## src/rtl/lrs_pkg.sv

```systemverilog
// Shared types, constants and helper functions for the lattice rejection sampler.
// No dependencies; imported by lrs_sampler, lrs_out_queue and the top level.
`default_nettype none

package lrs_pkg;

	// Coefficients per polynomial and width of the coefficient counter
	localparam int NUM_COEFFS = 256;
	localparam int CNT_W      = $clog2(NUM_COEFFS + 1);

	// Result queue
	localparam int QDEPTH = 4;
	localparam int QPTR_W = $clog2(QDEPTH);
	localparam int QCNT_W = $clog2(QDEPTH + 1);

	// Field widths
	localparam int BYTE_W  = 8;
	localparam int COEF_W  = 24;
	localparam int INDEX_W = 8;
	localparam int MOD_W   = 23;
	localparam int MODE_W  = 2;

	localparam logic [MOD_W-1:0] MODULUS_RESET = 23'd8380417;

	// Sampling modes
	localparam logic [MODE_W-1:0] MODE_UNIFORM = 2'd0;
	localparam logic [MODE_W-1:0] MODE_ETA2    = 2'd1;
	localparam logic [MODE_W-1:0] MODE_ETA4    = 2'd2;

	// Register indexes
	localparam logic REG_MODE    = 1'b0;
	localparam logic REG_MODULUS = 1'b1;

	// Uniform-mode byte phase
	localparam logic [1:0] PHASE_B0 = 2'd0;
	localparam logic [1:0] PHASE_B1 = 2'd1;
	localparam logic [1:0] PHASE_B2 = 2'd2;

	typedef struct packed {
		logic signed [COEF_W-1:0] coefficient;
		logic [INDEX_W-1:0]       coeff_index;
		logic                     last_of_byte;
		logic                     poly_done;
	} result_t;

	// Up to two results written into the queue in one cycle
	typedef struct packed {
		logic [1:0] n;
		result_t    e0;
		result_t    e1;
	} push_t;

	typedef struct packed {
		logic [1:0]       phase;
		logic [CNT_W-1:0] count;
	} samp_stat_t;

	// Nibble accepted in the given eta mode
	function automatic logic eta_ok(input logic [3:0] nib, input logic [MODE_W-1:0] mode);
		logic ok;
		ok = 1'b0;
		if (mode == MODE_ETA2)
			ok = (nib < 4'd15);
		else if (mode == MODE_ETA4)
			ok = (nib < 4'd9);
		return ok;
	endfunction

	// Coefficient for an accepted nibble: 2 - (nib mod 5) or 4 - nib
	function automatic logic signed [COEF_W-1:0] eta_value(input logic [3:0] nib,
			input logic [MODE_W-1:0] mode);
		logic [3:0]        r;
		logic signed [4:0] v;
		if (nib >= 4'd10)
			r = nib - 4'd10;
		else if (nib >= 4'd5)
			r = nib - 4'd5;
		else
			r = nib;
		if (mode == MODE_ETA2)
			v = 5'sd2 - $signed({1'b0, r});
		else
			v = 5'sd4 - $signed({1'b0, nib});
		return COEF_W'(v);
	endfunction

endpackage

`default_nettype wire

```

## src/rtl/lattice_rejection_sampler_unit.sv

```systemverilog
// Lattice rejection sampler: random bytes in, polynomial coefficients out.
// An input beat is registered in the input stage, then pushed into the result queue
// whose head drives the outputs. Uniform mode takes one byte per cycle while the
// queue has room for two results; in eta modes one coefficient per cycle leaves it.
// Reset (arst_n, asynchronous): mode uniform, modulus 8380417, count and phase
// cleared, input stage and result queue empty. Needs lrs_pkg.
`default_nettype none

module lattice_rejection_sampler_unit (
	input  wire logic                              clk,
	input  wire logic                              arst_n,
	// configuration write port
	input  wire logic                              cfg_we,
	input  wire logic                              cfg_index,
	input  wire logic [lrs_pkg::MOD_W-1:0]         cfg_wdata,
	// byte stream
	input  wire logic                              in_valid,
	output logic                                   in_ready,
	input  wire logic [lrs_pkg::BYTE_W-1:0]        data_byte,
	input  wire logic                              first_byte,
	// coefficient stream
	output logic                                   out_valid,
	input  wire logic                              out_ready,
	output logic signed [lrs_pkg::COEF_W-1:0]      coefficient,
	output logic [lrs_pkg::INDEX_W-1:0]            coeff_index,
	output logic                                   last_of_byte,
	output logic                                   poly_done
);
	import lrs_pkg::*;

	// Configuration registers
	logic [MODE_W-1:0] mode_q;
	logic [MOD_W-1:0]  modulus_q;

	// Input stage: one byte held while the queue has no room for two results
	logic              vld_s1;
	logic [BYTE_W-1:0] byte_s1;
	logic              first_s1;
	logic              advance;

	push_t             push;
	samp_stat_t        stat;
	result_t           head;
	logic [QCNT_W-1:0] q_count;

	always_ff @(posedge clk or negedge arst_n) begin
		if (!arst_n) begin
			mode_q    <= MODE_UNIFORM;
			modulus_q <= MODULUS_RESET;
		end else if (cfg_we) begin
			unique case (cfg_index)
				REG_MODE:    mode_q    <= cfg_wdata[MODE_W-1:0];
				REG_MODULUS: modulus_q <= cfg_wdata;
				default: ;
			endcase
		end
	end

	// A byte leaves the input stage only when the queue can take two results,
	// whatever the byte actually yields; this keeps the check off the datapath.
	assign advance  = vld_s1 && (q_count <= QCNT_W'(QDEPTH - 2));
	assign in_ready = !vld_s1 || advance;

	always_ff @(posedge clk or negedge arst_n) begin
		if (!arst_n)
			vld_s1 <= 1'b0;
		else if (in_ready)
			vld_s1 <= in_valid;
	end

	// payload, no reset
	always_ff @(posedge clk) begin
		if (in_valid && in_ready) begin
			byte_s1  <= data_byte;
			first_s1 <= first_byte;
		end
	end

	lrs_sampler u_sampler (
		.clk      (clk),
		.arst_n   (arst_n),
		.advance  (advance),
		.byte_s1  (byte_s1),
		.first_s1 (first_s1),
		.mode     (mode_q),
		.modulus  (modulus_q),
		.push     (push),
		.stat     (stat)
	);

	lrs_out_queue u_queue (
		.clk       (clk),
		.arst_n    (arst_n),
		.push      (push),
		.out_ready (out_ready),
		.out_valid (out_valid),
		.head      (head),
		.count     (q_count)
	);

	assign coefficient  = head.coefficient;
	assign coeff_index  = head.coeff_index;
	assign last_of_byte = head.last_of_byte;
	assign poly_done    = head.poly_done;

	// Checks

	// a push must never overrun the result queue
	a_push_room: assert property (@(posedge clk) disable iff (!arst_n)
		(push.n != 2'd0) |-> (q_count <= QCNT_W'(QDEPTH - 2)))
		else $error("result push without room in queue");

	// the coefficient count never runs past a full polynomial
	a_count_max: assert property (@(posedge clk) disable iff (!arst_n)
		stat.count <= CNT_W'(NUM_COEFFS))
		else $error("coefficient count beyond polynomial size");

	// any byte handled in an eta mode leaves the uniform phase at the start
	a_eta_phase: assert property (@(posedge clk) disable iff (!arst_n)
		(advance && (mode_q == MODE_ETA2 || mode_q == MODE_ETA4)) |=> (stat.phase == PHASE_B0))
		else $error("byte phase not cleared by eta byte");

	// the queue never reports data it cannot hold
	a_q_bound: assert property (@(posedge clk) disable iff (!arst_n)
		q_count <= QCNT_W'(QDEPTH))
		else $error("result queue occupancy out of range");

endmodule

`default_nettype wire

```

## src/rtl/lrs_sampler.sv

```systemverilog
// Sampling datapath: byte phase, partial word and coefficient count, plus the
// logic that turns one registered byte into up to two results. Uses lrs_pkg.
`default_nettype none

module lrs_sampler (
	input  wire logic                        clk,
	input  wire logic                        arst_n,
	input  wire logic                        advance,
	input  wire logic [lrs_pkg::BYTE_W-1:0]  byte_s1,
	input  wire logic                        first_s1,
	input  wire logic [lrs_pkg::MODE_W-1:0]  mode,
	input  wire logic [lrs_pkg::MOD_W-1:0]   modulus,
	output lrs_pkg::push_t                   push,
	output lrs_pkg::samp_stat_t              stat
);
	import lrs_pkg::*;

	logic [1:0]       phase_q;
	logic [15:0]      partial_q;
	logic [CNT_W-1:0] count_q;

	logic [1:0]       eff_phase, nxt_phase;
	logic [15:0]      eff_partial, nxt_partial;
	logic [CNT_W-1:0] eff_cnt;
	logic             full;
	logic [MOD_W-1:0] word;
	logic             a_vld, b_vld;
	logic signed [COEF_W-1:0] a_val, b_val;
	logic [CNT_W:0]   cnt_ext;

	// first_byte clears state before the byte is looked at
	assign eff_phase   = first_s1 ? PHASE_B0 : phase_q;
	assign eff_partial = first_s1 ? 16'd0 : partial_q;
	assign eff_cnt     = first_s1 ? '0 : count_q;
	assign full        = (eff_cnt >= CNT_W'(NUM_COEFFS));
	assign word        = {byte_s1[6:0], eff_partial};
	assign cnt_ext     = {1'b0, eff_cnt};

	always_comb begin
		nxt_phase   = eff_phase;
		nxt_partial = eff_partial;
		a_vld       = 1'b0;
		a_val       = '0;
		b_vld       = 1'b0;
		b_val       = '0;
		if (!full) begin
			if (mode == MODE_UNIFORM) begin
				if (eff_phase == PHASE_B0) begin
					nxt_partial = {8'd0, byte_s1};
					nxt_phase   = PHASE_B1;
				end else if (eff_phase == PHASE_B1) begin
					nxt_partial = {byte_s1, eff_partial[7:0]};
					nxt_phase   = PHASE_B2;
				end else begin
					nxt_partial = 16'd0;
					nxt_phase   = PHASE_B0;
					a_vld       = (word < modulus);
					a_val       = COEF_W'({1'b0, word});
				end
			end else if (mode == MODE_ETA2 || mode == MODE_ETA4) begin
				nxt_partial = 16'd0;
				nxt_phase   = PHASE_B0;
				a_vld       = eta_ok(byte_s1[3:0], mode);
				a_val       = eta_value(byte_s1[3:0], mode);
				// high nibble dropped once the low one fills the polynomial
				b_vld       = eta_ok(byte_s1[7:4], mode) &&
					((cnt_ext + (CNT_W+1)'(a_vld)) < (CNT_W+1)'(NUM_COEFFS));
				b_val       = eta_value(byte_s1[7:4], mode);
			end
		end
	end

	// Pack results in order; e0 always takes index eff_cnt, e1 the next one
	always_comb begin
		push.n                  = 2'(a_vld) + 2'(b_vld);
		push.e0.coefficient     = a_vld ? a_val : b_val;
		push.e0.coeff_index     = INDEX_W'(eff_cnt);
		push.e0.last_of_byte    = !(a_vld && b_vld);
		push.e0.poly_done       = ((cnt_ext + 1'b1) == (CNT_W+1)'(NUM_COEFFS));
		push.e1.coefficient     = b_val;
		push.e1.coeff_index     = INDEX_W'(cnt_ext + 1'b1);
		push.e1.last_of_byte    = 1'b1;
		push.e1.poly_done       = ((cnt_ext + (CNT_W+1)'(2)) == (CNT_W+1)'(NUM_COEFFS));
		if (!advance)
			push.n = 2'd0;
	end

	always_ff @(posedge clk or negedge arst_n) begin
		if (!arst_n) begin
			phase_q   <= PHASE_B0;
			partial_q <= 16'd0;
			count_q   <= '0;
		end else if (advance) begin
			phase_q   <= nxt_phase;
			partial_q <= nxt_partial;
			count_q   <= CNT_W'(cnt_ext + (CNT_W+1)'(a_vld) + (CNT_W+1)'(b_vld));
		end
	end

	assign stat.phase = phase_q;
	assign stat.count = count_q;

endmodule

`default_nettype wire

```

## src/rtl/lrs_out_queue.sv

```systemverilog
// Four-entry result queue: takes up to two results a cycle, hands out one.
// Uses lrs_pkg for the result and push types.
`default_nettype none

module lrs_out_queue (
	input  wire logic                       clk,
	input  wire logic                       arst_n,
	input  wire lrs_pkg::push_t             push,
	input  wire logic                       out_ready,
	output logic                            out_valid,
	output lrs_pkg::result_t                head,
	output logic [lrs_pkg::QCNT_W-1:0]      count
);
	import lrs_pkg::*;

	result_t           mem_q [QDEPTH];
	logic [QPTR_W-1:0] wr_q, rd_q;
	logic [QCNT_W-1:0] count_q;
	logic              pop;

	assign out_valid = (count_q != '0);
	assign pop       = out_valid && out_ready;
	assign head      = mem_q[rd_q];
	assign count     = count_q;

	always_ff @(posedge clk) begin
		if (push.n != 2'd0)
			mem_q[wr_q] <= push.e0;
		if (push.n == 2'd2)
			mem_q[wr_q + QPTR_W'(1)] <= push.e1;
	end

	always_ff @(posedge clk or negedge arst_n) begin
		if (!arst_n) begin
			wr_q    <= '0;
			rd_q    <= '0;
			count_q <= '0;
		end else begin
			wr_q    <= wr_q + QPTR_W'(push.n);
			rd_q    <= rd_q + QPTR_W'(pop);
			count_q <= count_q + QCNT_W'(push.n) - QCNT_W'(pop);
		end
	end

endmodule

`default_nettype wire
```

## config.mk

```make
export PLATFORM = sky130hd
export DESIGN_NAME = lattice_rejection_sampler_unit
export DESIGN_NICKNAME = d
export VERILOG_FILES = /design/src/rtl/lrs_pkg.sv /design/src/rtl/lattice_rejection_sampler_unit.sv /design/src/rtl/lrs_sampler.sv /design/src/rtl/lrs_out_queue.sv
export SDC_FILE = /design/constraint.sdc
export NUM_CORES = 1
export LEC_CHECK = 0
export BUFFER_PORTS_ARGS = -buffer_cell sky130_fd_sc_hd__clkbuf_2
export CAP_MARGIN = 20
export CORE_MARGIN = 2
export CORE_UTILIZATION = 55
export CTS_BUF_LIST = sky130_fd_sc_hd__clkbuf_8 sky130_fd_sc_hd__clkbuf_16
export DETAILED_ROUTE_END_ITERATION = 7
export PLACE_DENSITY = 0.8
export SETUP_SLACK_MARGIN = 0.4
export SYNTH_ARGS = -nofsm -noshare
export SYNTH_HDL_FRONTEND = slang
export SYNTH_SLANG_ARGS = --single-unit
```

## constraint.sdc

```tcl
create_clock -name clk -period 4.9 [get_ports clk]
set_clock_uncertainty 0.05 [all_clocks]
set_input_delay 0.98 -clock clk [delete_from_list [all_inputs] [get_ports clk]]
set_output_delay 0.98 -clock clk [all_outputs]
set_load 0.05 [all_outputs]
```

==> results of run 1 <==
-- state kept, by name, indices dropped and copies added (netlist names), 2 cells and up --
register             flops
u_sampler.phase_q        2
u_sampler.count_q        9
u_queue.count            3
byte_s1                  8
u_queue.rd_q             2
u_queue.wr_q             2
mode_q                   2
u_queue.mem_q          136
modulus_q               23
u_sampler.partial_q     16
-- power by group --
part	switching [mW]	internal [mW]
sequential	0.196	2.05
combinational	1.56	0.791
clock	0.676	0.871
-- placed cells by master, fill, tap and decap left out, types with 7 or more instances in the layout --
| master | count |
|---|---|
| mux4_2 | 34 |
| and2_1 | 7 |
| buf_4 | 35 |
| nor2b_1 | 24 |
| nand2_1 | 57 |
| ha_1 | 47 |
| a21oi_2 | 10 |
| dfrtp_1 | 48 |
| nand3_1 | 14 |
| nor3_1 | 11 |
| o21ai_1 | 35 |
| nand2b_1 | 14 |
| nand4_1 | 8 |
| nor2_1 | 50 |
| clkbuf_16 | 22 |
| o21ai_0 | 104 |
| mux2_2 | 27 |
| dfstp_2 | 11 |
| inv_1 | 47 |
| a22o_1 | 19 |
| a22oi_1 | 16 |
| clkbuf_2 | 73 |
| o22ai_1 | 28 |
| xnor2_1 | 19 |
| a21oi_1 | 42 |
| edfxtp_1 | 141 |
-- how the worst max path moves through the flow --
stage | startpoint | endpoint | slack, ns | cells after the start
floorplan | first_s1 | u_queue.mem_q[0][0] | 0.55 | 18
global placement | first_s1 | u_queue.mem_q[0][21] | 0.47 | 12
detailed placement | first_s1 | u_queue.mem_q[0][23] | 0.29 | 12
CTS | byte_s1[1] | u_queue.mem_q[0][33] | 0.44 | 16
global route | first_s1 | u_queue.mem_q[0][33] | 0.40 | 17
finish | byte_s1[0] | u_queue.mem_q[2][20] | 0.66 | 16
-- cells by family after synthesis --
group / Yosys count
fa+ha+maj: 52
simple gates: 217
xor+xnor: 22
flops: 205
compound gates: 304
buf+inv: 110
mux: 62
-- metal layers --
layer  wire length [um]  part of all wire [%]
met1              11500                    42
met2              12900                    47
met3               2380                   8.7
met4                692                   2.5
met5                  0                     0
-- cell usage after synthesis, types with 25 or more instances --
master and instances:
a21oi_1 42, clkbuf_1 40, dfrtp_1 49, edfxtp_1 141
ha_1 49, inv_1 43, mux2_2 27, mux4_2 34
nand2_1 61, nor2_1 51, nor2b_1 25, o21ai_0 104
o21ai_1 35, o22ai_1 28
-- metrics by stage --
stage	worst slack, ns	hold WS, ns	util (%)
2_1_floorplan	0.550	0.392	-
3_3_place_gp	0.474	0.412	59.1
3_5_place_dp	0.292	0.421	59.1
4_1_cts	0.438	0.180	62.5
5_1_grt	0.405	0.186	62.9
6_report	0.661	0.196	62.9
-- cell type report --
type | instances | area, um^2
fill | 1541 | 7460
timing repair buffer | 111 | 688
multi-input combinational | 657 | 4960
tap | 270 | 338
inverter | 43 | 161
clock inverter | 18 | 119
sequential | 205 | 5830
clock buffer | 22 | 551
-- timing repair --
item                       CTS  global route
gates resized for setup      0            11
gates cloned                 0             0
buffers inserted             2             4
setup endpoints to repair  111           202
==> results.yml, run 1 <==
status:
  outcome: "finished clean"
sta:
  hold_violations: 0
  worst_pin_slew_ns: 0.923
  rsz0062_at_grt: "true"
  fmax_mhz: 236
  fin_crit_ns: 4.24
  finalSetupViolations: 0
  maxSlewHeadroom_pct: 38.3
  timing.final.crit_share_pct: 86.5
  slew_viol_final: 0
  final.setup.tns_ns: 0
synth:
  synth_nets: 1061
  synth_compound_area_share_pct: 16.8
  synth_cells: 972
  synth_top_cell_by_area: "edfxtp_1"
  yosys_warnings: 0
  synth_edf_count: 141
  synth_cell_types: 68
  yosysSeqAreaShare_pct: 52.2
  synthFlopType: "edfxtp_1"
  synth.avg_cell_area_um2: 11.5
  synth_adder_area_share_pct: 5.94
  synth_xor_area_share_pct: 1.72
  synth_top_family_by_area: "compound AO/OA/AOI/OAI gates"
  synth_top_area_share_pct: 37.9
  muxShareOfSynthArea_pct: 9.67
  synthTopCellsByArea: "edfxtp_1, dfrtp_1, mux4_2"
  ys_ff_latch: 205
  synthArstFlopShare_pct: 29.3
  syn_area_mm2: 0.0112
  synthSimpleGateAreaFrac_pct: 9.56
detailed_routing:
  viasPerCell: 6.28
  routed_wl_um: 27500
  postRouteAntennaNets: 0
  drt-initial-drc-count: 874
  post_drt_wl_per_cell_um: 20.7
  vias: 8328
  first_pass_iters: 5
  drc: 0
global_routing:
  overflow: 0
  use_met2_pct: 40.8
  antenna_found_initial: 0
  grt_most_used_layer: "met2"
  grt.total_usage_pct: 25.6
  grt_pass1_vias: 7876
  use_met3_pct: 3.69
  grt_max_degree: 59
  grt_pass1_wl_um: 43300
  met1_usage_pct: 37.2
critical_path:
  required_ns: 5.19
  worstSetupPathType: "reg2reg"
  r2r-start: "byte_s1[0]"
  r2r_end: "u_queue.mem_q[2][20]"
  cp-start-kind: "flip-flop"
  crit_arrival_ns: 4.53
  path_buf_inv: 3
  max_stage_delay_ns: 0.65
  critPathTopFamily: "compound AO/OA/AOI/OAI gates"
  reg2regPathDepth: 16
  r2r_slack_ns: 0.66
  path_max_fanout: 20
  path_cells: "inv_1 > ha_1 > nor2_1 > a21oi_1 > o22a_1 > o211ai_1 > o21ai_4 > nand2_1 > inv_1 > ha_2 > nor2_2 > or4_4 > a21oi_1 > o21ai_1 > buf_4 > o21ai_0"
  cp-end-kind: "flip-flop"
  slowest_stage: "edfxtp_1"
placement:
  dp_hpwl_um: 18800
  place_area_mm2: 0.0119
  placed_cells_incl_taps: 1280
  portBuffers: 73
  globalplace.congestion: 0.925
hold_path:
  holdCritPathClass: "in2async"
floorplanning:
  initial_core_util_pct: 55.6
  core_mm2: 0.0201
  dieArea_mm2: 0.0215
  chipHeight_um: 147
  die_w_um: 147
  io_pins: 74
  rows: 52
clock_tree:
  cts_buffer_depth: 3
  worstSkewPairLatency_ns: 0.51
  cts_root_buf: "clkbuf_16"
  cts_tree: "done"
  cts_htree_levels: 1
  numClockSinks: 205
  hold_buffers: 0
  cts_buffers: 22
  clk_transition_reported_paths_ns: 0.06
power:
  power.total_mw: 6.15
  p_per_area_mw_per_mm2: 486
  peakVddDrop_uv: 291
  p_leak_nw: 4.72
cells_and_area:
  final_nets: 1129
  drive_gt1_share_pct: 23.8
  n_antenna_cell: 0
  final_cells: 1326
  postLayoutCellArea_mm2: 0.0126
  syn2layout_area_growth_pct: 13.2
job:
  maxCapViolCount: 0
(Power assumes the default switching activity.)
==> run 2, diff against run 1 <==
--- a/config.mk
+++ b/config.mk
@@ -8,11 +8,13 @@
 export BUFFER_PORTS_ARGS = -buffer_cell sky130_fd_sc_hd__clkbuf_2
 export CAP_MARGIN = 20
 export CORE_MARGIN = 2
-export CORE_UTILIZATION = 55
+export CORE_UTILIZATION = 56
 export CTS_BUF_LIST = sky130_fd_sc_hd__clkbuf_8 sky130_fd_sc_hd__clkbuf_16
 export DETAILED_ROUTE_END_ITERATION = 7
-export PLACE_DENSITY = 0.8
+export PLACE_DENSITY = 0.81
+export RECOVER_POWER = 25
 export SETUP_SLACK_MARGIN = 0.4
 export SYNTH_ARGS = -nofsm -noshare
 export SYNTH_HDL_FRONTEND = slang
+export SYNTH_HIERARCHICAL = 1
 export SYNTH_SLANG_ARGS = --single-unit
==> results.yml, run 2 <==
floorplanning:
  io_pins: 74
  core_mm2: 0.0212
  die_w_um: 151
  dieArea_mm2: 0.0229
  rows: 53
  initial_core_util_pct: 57.5
  chipHeight_um: 151
synth:
  synth_cells: 929
  synth_cell_types: 83
  synth_top_cell_by_area: "edfxtp_1"
  syn_area_mm2: 0.0122
  synth.most_common_cell: "edfxtp_1"
  synth_nets: 1018
  yosys_warnings: 6
  synth.avg_cell_area_um2: 13.1
  synthTopCellsByArea: "edfxtp_1, mux2_2, dfrtp_1"
  synth_edf_count: 145
  synthTopCellsByCount: "edfxtp_1, mux2_2, dfrtp_1, ha_1, nor2_1"
  ys_ff_latch: 205
  yosysSeqAreaShare_pct: 48.3
  synthFlopType: "edfxtp_1"
  synthArstFlopShare_pct: 29.3
  synth_top_area_share_pct: 35.8
hold_path:
  holdCritPathClass: "reg2reg"
critical_path:
  path_buf_inv: 4
  slowest_stage: "edfxtp_1"
  max_stage_delay_ns: 0.51
  path_cells: "buf_4 > buf_4 > nor2b_1 > nand4_1 > nand2_1 > mux2i_1 > a211oi_1 > a2111oi_2 > ha_1 > and2_1 > buf_4 > nor4bb_4 > buf_4 > mux2_2"
  critPathMostFrequentCell: "buf_4"
  cp-start-kind: "flip-flop"
  critPathTopFamily: "simple AND/OR/NAND/NOR gates"
  path_max_fanout: 17
  cp-end-kind: "flip-flop"
  worstSetupPathType: "reg2reg"
  crit_arrival_ns: 4.58
  required_ns: 5.11
cells_and_area:
  ff_latch_area_mm2: 0.00587
  largest_reg_flops: 136
  n_antenna_cell: 0
  top_regs: "u_queue/mem_q: 136 flops, modulus_q: 23 flops, u_sampler/partial_q: 16 flops"
  multi_input_area_mm2: 0.00571
  drive_gt1_share_pct: 35.4
  final_nets: 1092
  top_register: "u_queue/mem_q"
  syn2layout_area_growth_pct: 11.5
  final_common_cell: "edfxtp_1"
  num-fill-cells: 1569
  layout_common_cells: "edfxtp_1, mux2_2, clkbuf_2"
clock_tree:
  cts_root_buf: "clkbuf_16"
  worstSkewPairLatency_ns: 0.51
  cts_tree: "done"
  cts_buffer_depth: 3
  cts_htree_levels: 1
  clk_transition_reported_paths_ns: 0.06
  numClockSinks: 205
  cts_buffers: 22
detailed_routing:
  first_pass_iters: 5
  routed_wl_um: 27700
  viasPerCell: 6.04
  drt-initial-drc-count: 781
  drc: 0
  vias: 7815
  post_drt_wl_per_cell_um: 21.4
  postRouteAntennaNets: 0
sta:
  worst_pin_slew_ns: 2.03
  maxSlewHeadroom_pct: -35.2
  slew_viol_final: 36
  fin_crit_ns: 4.38
  fmax_mhz: 229
  final.setup.tns_ns: 0
  rsz0062_at_grt: "true"
  timing.final.crit_share_pct: 89.3
  holdWs_ns: 0.448
  hold_violations: 0
  finalSetupViolations: 0
status:
  outcome: "finished with violations"
  violations: "max-capacitance violations, max-slew violations"
global_routing:
  grt.total_usage_pct: 24.2
  grt_pass1_wl_um: 42600
  antenna_found_initial: 0
  grt_max_degree: 81
  grt_pass1_vias: 7743
  overflow: 0
placement:
  portBuffers: 73
  dp_hpwl_um: 18300
  globalplace.congestion: 0.943
power:
  p_per_area_mw_per_mm2: 516
  p_leak_nw: 5.42
  peakVddDrop_uv: 499
job:
  maxCapViolCount: 1
run 2: changes by cell type in the layout (fill, tap and decap cells not counted), sizes merged, moves of 5 or more:
| cell | before | now |
|---|---|---|
| and2 | 8 | 3 |
| a21oi | 52 | 23 |
| nand2b | 14 | 7 |
| o22ai | 28 | 3 |
| xnor2 | 19 | 14 |
| a22oi | 16 | 3 |
| xor2 | 3 | 9 |
| mux2i | 1 | 11 |
| clkbuf | 95 | 104 |
| nand2 | 61 | 39 |
| a21o | 6 | 15 |
| o21ai | 141 | 30 |
| mux2 | 27 | 167 |
run 2: final timing paths:
| path | end | cells after the start | from | slack, ns |
|---|---|---|---|---|
| max reg2reg | u_queue/mem_q[3][24] | 14 | first_s1 | 0.52 |
| max in group asynchronous | u_sampler/partial_q[2] | 2 | arst_n | 1.71 |
| min reg2reg | modulus_q[8] | 1 | modulus_q[8] | 0.45 |
| max | u_queue/mem_q[3][24] | 14 | first_s1 | 0.52 |
| min | modulus_q[8] | 1 | modulus_q[8] | 0.45 |
| min in group asynchronous | vld_s1 | 1 | arst_n | 0.99 |
run 2: layout make-up:
| cell class | instances | share of cell area (%) |
|---|---|---|
| multi-input cells | 610 | 42.1 |
| clock inverters | 13 | 0.978 |
| well taps | 275 | 2.54 |
| inverters | 46 | 1.27 |
| flip-flops and latches | 205 | 43.3 |
| clock buffers | 27 | 4.65 |
| repair buffers | 118 | 5.18 |
run 2: power by group:
group	total (mW)	switching (mW)	internal, mW
Clock	1.74	0.674	1.06
Sequential	2.39	0.218	2.17
Combinational	2.87	1.78	1.09
run 2: kinds of logic after synthesis:
group,after synthesis,share of synthesized area (%)
AND/OR/NAND/NOR,189,8.53
adder cells (fa/ha/maj),51,5.37
AO/OA/AOI/OAI,130,7.66
flip-flops,205,48.3
XOR/XNOR,23,1.66
multiplexers,212,23.3
other,1,0.0308
buffers and inverters,118,5.19
run 2: timing repair:
action	4_1_cts	5_1_grt
setup buffers	0	7
endpoints found under the hold margin	0	0
endpoints found under the setup margin	0	188
hold buffers	0	0
gates resized for setup	0	8
run 2: metrics by stage:
stage | power (mW) | area, um^2 | std cells | util, % | worst slack, ns
3_5_place_dp | 5.25 | 12800 | 1242 | 60.3 | 0.450
3_3_place_gp | 5.19 | 12800 | 1242 | 60.3 | 0.610
4_1_cts | 7.01 | 13500 | 1282 | 63.9 | 0.429
5_1_grt | 7.34 | 13600 | 1294 | 64.1 | 0.329
6_report | 7.00 | 13600 | 1294 | 64.1 | 0.525
2_1_floorplan | 4.62 | 12200 | 929 | - | 0.279
run 2: per-layer routing:
metal / share of wire [%] / GRT usage (%) / wire, um / vias up
met4: 2.3 / 6.82 / 648 / 0
met5: 0 / 0 / 0 / -
met2: 49 / 40.6 / 13600 / 287
li1: - / - / - / 3624
met1: 42 / 32.7 / 11700 / 3856
met3: 6.2 / 3.98 / 1720 / 48
==> run 3, diff against run 2 <==
--- a/config.mk
+++ b/config.mk
@@ -8,11 +8,12 @@
 export BUFFER_PORTS_ARGS = -buffer_cell sky130_fd_sc_hd__clkbuf_2
 export CAP_MARGIN = 20
 export CORE_MARGIN = 2
-export CORE_UTILIZATION = 56
+export CORE_UTILIZATION = 65
 export CTS_BUF_LIST = sky130_fd_sc_hd__clkbuf_8 sky130_fd_sc_hd__clkbuf_16
 export DETAILED_ROUTE_END_ITERATION = 7
-export PLACE_DENSITY = 0.81
+export PLACE_DENSITY = 0.88
 export RECOVER_POWER = 25
+export REMOVE_ABC_BUFFERS = 1
 export SETUP_SLACK_MARGIN = 0.4
 export SYNTH_ARGS = -nofsm -noshare
 export SYNTH_HDL_FRONTEND = slang
==> constraint.sdc (replaced) <==
create_clock -name clk -period 5.3 [get_ports clk]
set_clock_uncertainty 0.05 [all_clocks]
set_input_delay 1.06 -clock clk [delete_from_list [all_inputs] [get_ports clk]]
set_output_delay 1.06 -clock clk [all_outputs]
set_load 0.05 [all_outputs]
==> results.yml, run 3 (synthesis results as in run 2) <==
status:
  outcome: "finished with violations"
  violations: "max-capacitance violations, max-slew violations"
floorplanning:
  chipHeight_um: 141
  die_w_um: 141
  rows: 50
  dieArea_mm2: 0.0198
  initial_core_util_pct: 65.7
  io_pins: 74
  core_mm2: 0.0185
critical_path:
  r2r_end: "u_queue/mem_q[0][10]"
  required_ns: 5.38
  reg2regPathDepth: 14
  r2r-start: "u_sampler/count_q[2]"
  cp-start-kind: "flip-flop"
  slowest_stage: "o21ai_2"
  max_stage_delay_ns: 0.71
  r2r_slack_ns: 0.55
  worstSetupPathType: "reg2reg"
  crit_arrival_ns: 4.83
  path_cells: "nor2b_1 > buf_4 > ha_1 > and3_1 > nand4_1 > nand2_1 > mux2i_1 > a211oi_1 > a2111oi_0 > buf_4 > ha_1 > and2_1 > o21bai_1 > o21ai_2"
  path_max_fanout: 11
  cp-end-kind: "flip-flop"
cells_and_area:
  final_nets: 1084
  largest_reg_flops: 136
  n_antenna_cell: 0
  top_regs: "u_queue/mem_q: 136 flops, modulus_q: 23 flops, u_sampler/partial_q: 16 flops"
  postLayoutCellArea_mm2: 0.0134
  post-route-util_pct: 72.3
  drive_gt1_share_pct: 34.6
  syn2layout_area_growth_pct: 10.1
  final_common_cell: "edfxtp_1"
  top_register: "u_queue/mem_q"
  num-fill-cells: 1199
  layout_common_cells: "edfxtp_1, mux2_2, clkbuf_2"
hold_path:
  holdCritPathClass: "reg2reg"
  hold_end: "modulus_q[3]"
  min_path_cells: 1
  min_from: "modulus_q[3]"
global_routing:
  grt_most_used_layer: "met2"
  met1_usage_pct: 37.0
  grt.total_usage_pct: 28.3
  use_met3_pct: 4.76
  antenna_found_initial: 0
  overflow: 0
  grt_max_degree: 61
  use_met2_pct: 47.3
  grt_pass1_wl_um: 43900
  grt_pass1_vias: 8223
clock_tree:
  worstSkewPairLatency_ns: 0.50
  cts_root_buf: "clkbuf_16"
  clk_transition_reported_paths_ns: 0.06
  cts_buffers: 22
  numClockSinks: 205
  cts_buffer_depth: 3
  cts_tree: "done"
  cts_htree_levels: 1
power:
  p_per_area_mw_per_mm2: 472
  peakVddDrop_uv: 467
  power.total_mw: 6.32
  p_leak_nw: 5.39
sta:
  worst_pin_slew_ns: 3.42
  timing.final.crit_share_pct: 89.7
  fin_crit_ns: 4.75
  finalSetupViolations: 0
  slew_viol_final: 61
  rsz0062_at_grt: "true"
  maxSlewHeadroom_pct: -128
  fmax_mhz: 210
  hold_violations: 0
placement:
  place_area_mm2: 0.0127
  globalplace.congestion: 0.944
  portBuffers: 73
  dp_hpwl_um: 17900
detailed_routing:
  vias: 8032
  postRouteAntennaNets: 0
  routed_wl_um: 27900
  post_drt_wl_per_cell_um: 22.4
  drc: 0
  viasPerCell: 6.45
  drt-initial-drc-count: 761
  first_pass_iters: 6
job:
  maxCapViolCount: 1
## run 3: per-stage QoR
| step | instances | setup slack (ns) | setup TNS (ns) | hold slack, ns |
|---|---|---|---|---|
| 4_1_cts | 1235 | 0.371 | 0 | 0.453 |
| 6_report | 1245 | 0.547 | 0 | 0.440 |
| 3_5_place_dp | 1192 | 0.442 | 0 | 0.438 |
| 5_1_grt | 1245 | 0.376 | 0 | 0.466 |
| 2_1_floorplan | 857 | -3.14 | -310.51 | 0.414 |
| 3_3_place_gp | 1191 | 0.663 | 0 | 0.430 |
## run 3: timing repair
| item | 4_1_cts | 5_1_grt |
|---|---|---|
| hold buffers | 0 | 0 |
| setup endpoints to repair | 81 | 258 |
| buffers inserted | 0 | 10 |
| endpoints found under the hold margin | 0 | 0 |
| gates resized for setup | 2 | 2 |
| pin swaps | 0 | 2 |
| gates cloned | 3 | 0 |
## run 3: final cells by class
class                   count  area [um^2]  share of cell area [%]
clock inverters            16         92.6                   0.692
well taps                 234          293                    2.19
repair buffers            111          673                    5.03
clock buffers              24          589                    4.40
inverters                  46          173                    1.29
multi-input cells         609         5690                    42.5
flip-flops and latches    205         5870                    43.9
## run 3: where the power goes
part	switching (mW)	internal, mW
Combinational	1.63	1.00
Clock	0.600	0.842
Sequential	0.242	2.01
Total	2.47	3.85
## run 3: per-layer routing
| metal | vias to the layer above | part of all wire, % |
|---|---|---|
| met4 | 0 | 4.4 |
| li1 | 3602 | - |
| met2 | 398 | 49 |
| met3 | 113 | 7.4 |
| met1 | 3919 | 39 |
| met5 | - | 0 |
## run 3: how the worst max path moves through the flow
| stage | start | depth (start not counted) | endpoint | slack, ns |
|---|---|---|---|---|
| 2_1_floorplan | first_s1 | 13 | u_queue/mem_q[2][0] | -3.14 |
| 3_3_place_gp | byte_s1[1] | 13 | u_queue/mem_q[2][5] | 0.66 |
| 3_5_place_dp | byte_s1[1] | 13 | u_queue/mem_q[0][18] | 0.44 |
| 4_1_cts | byte_s1[1] | 13 | u_queue/mem_q[1][22] | 0.37 |
| 5_1_grt | u_sampler/count_q[2] | 14 | u_queue/mem_q[0][10] | 0.38 |
| 6_report | u_sampler/count_q[2] | 14 | u_queue/mem_q[0][10] | 0.55 |
## run 3: critical path: cells and delay by family (launching register included)
kind,cells,cell delay [ns]
AO/OA/AOI/OAI,4,1.61
flip-flops,1,0.44
adder cells (fa/ha/maj),2,0.55
buffers and inverters,2,0.37
AND/OR/NAND/NOR,5,1.25
multiplexers,1,0.11
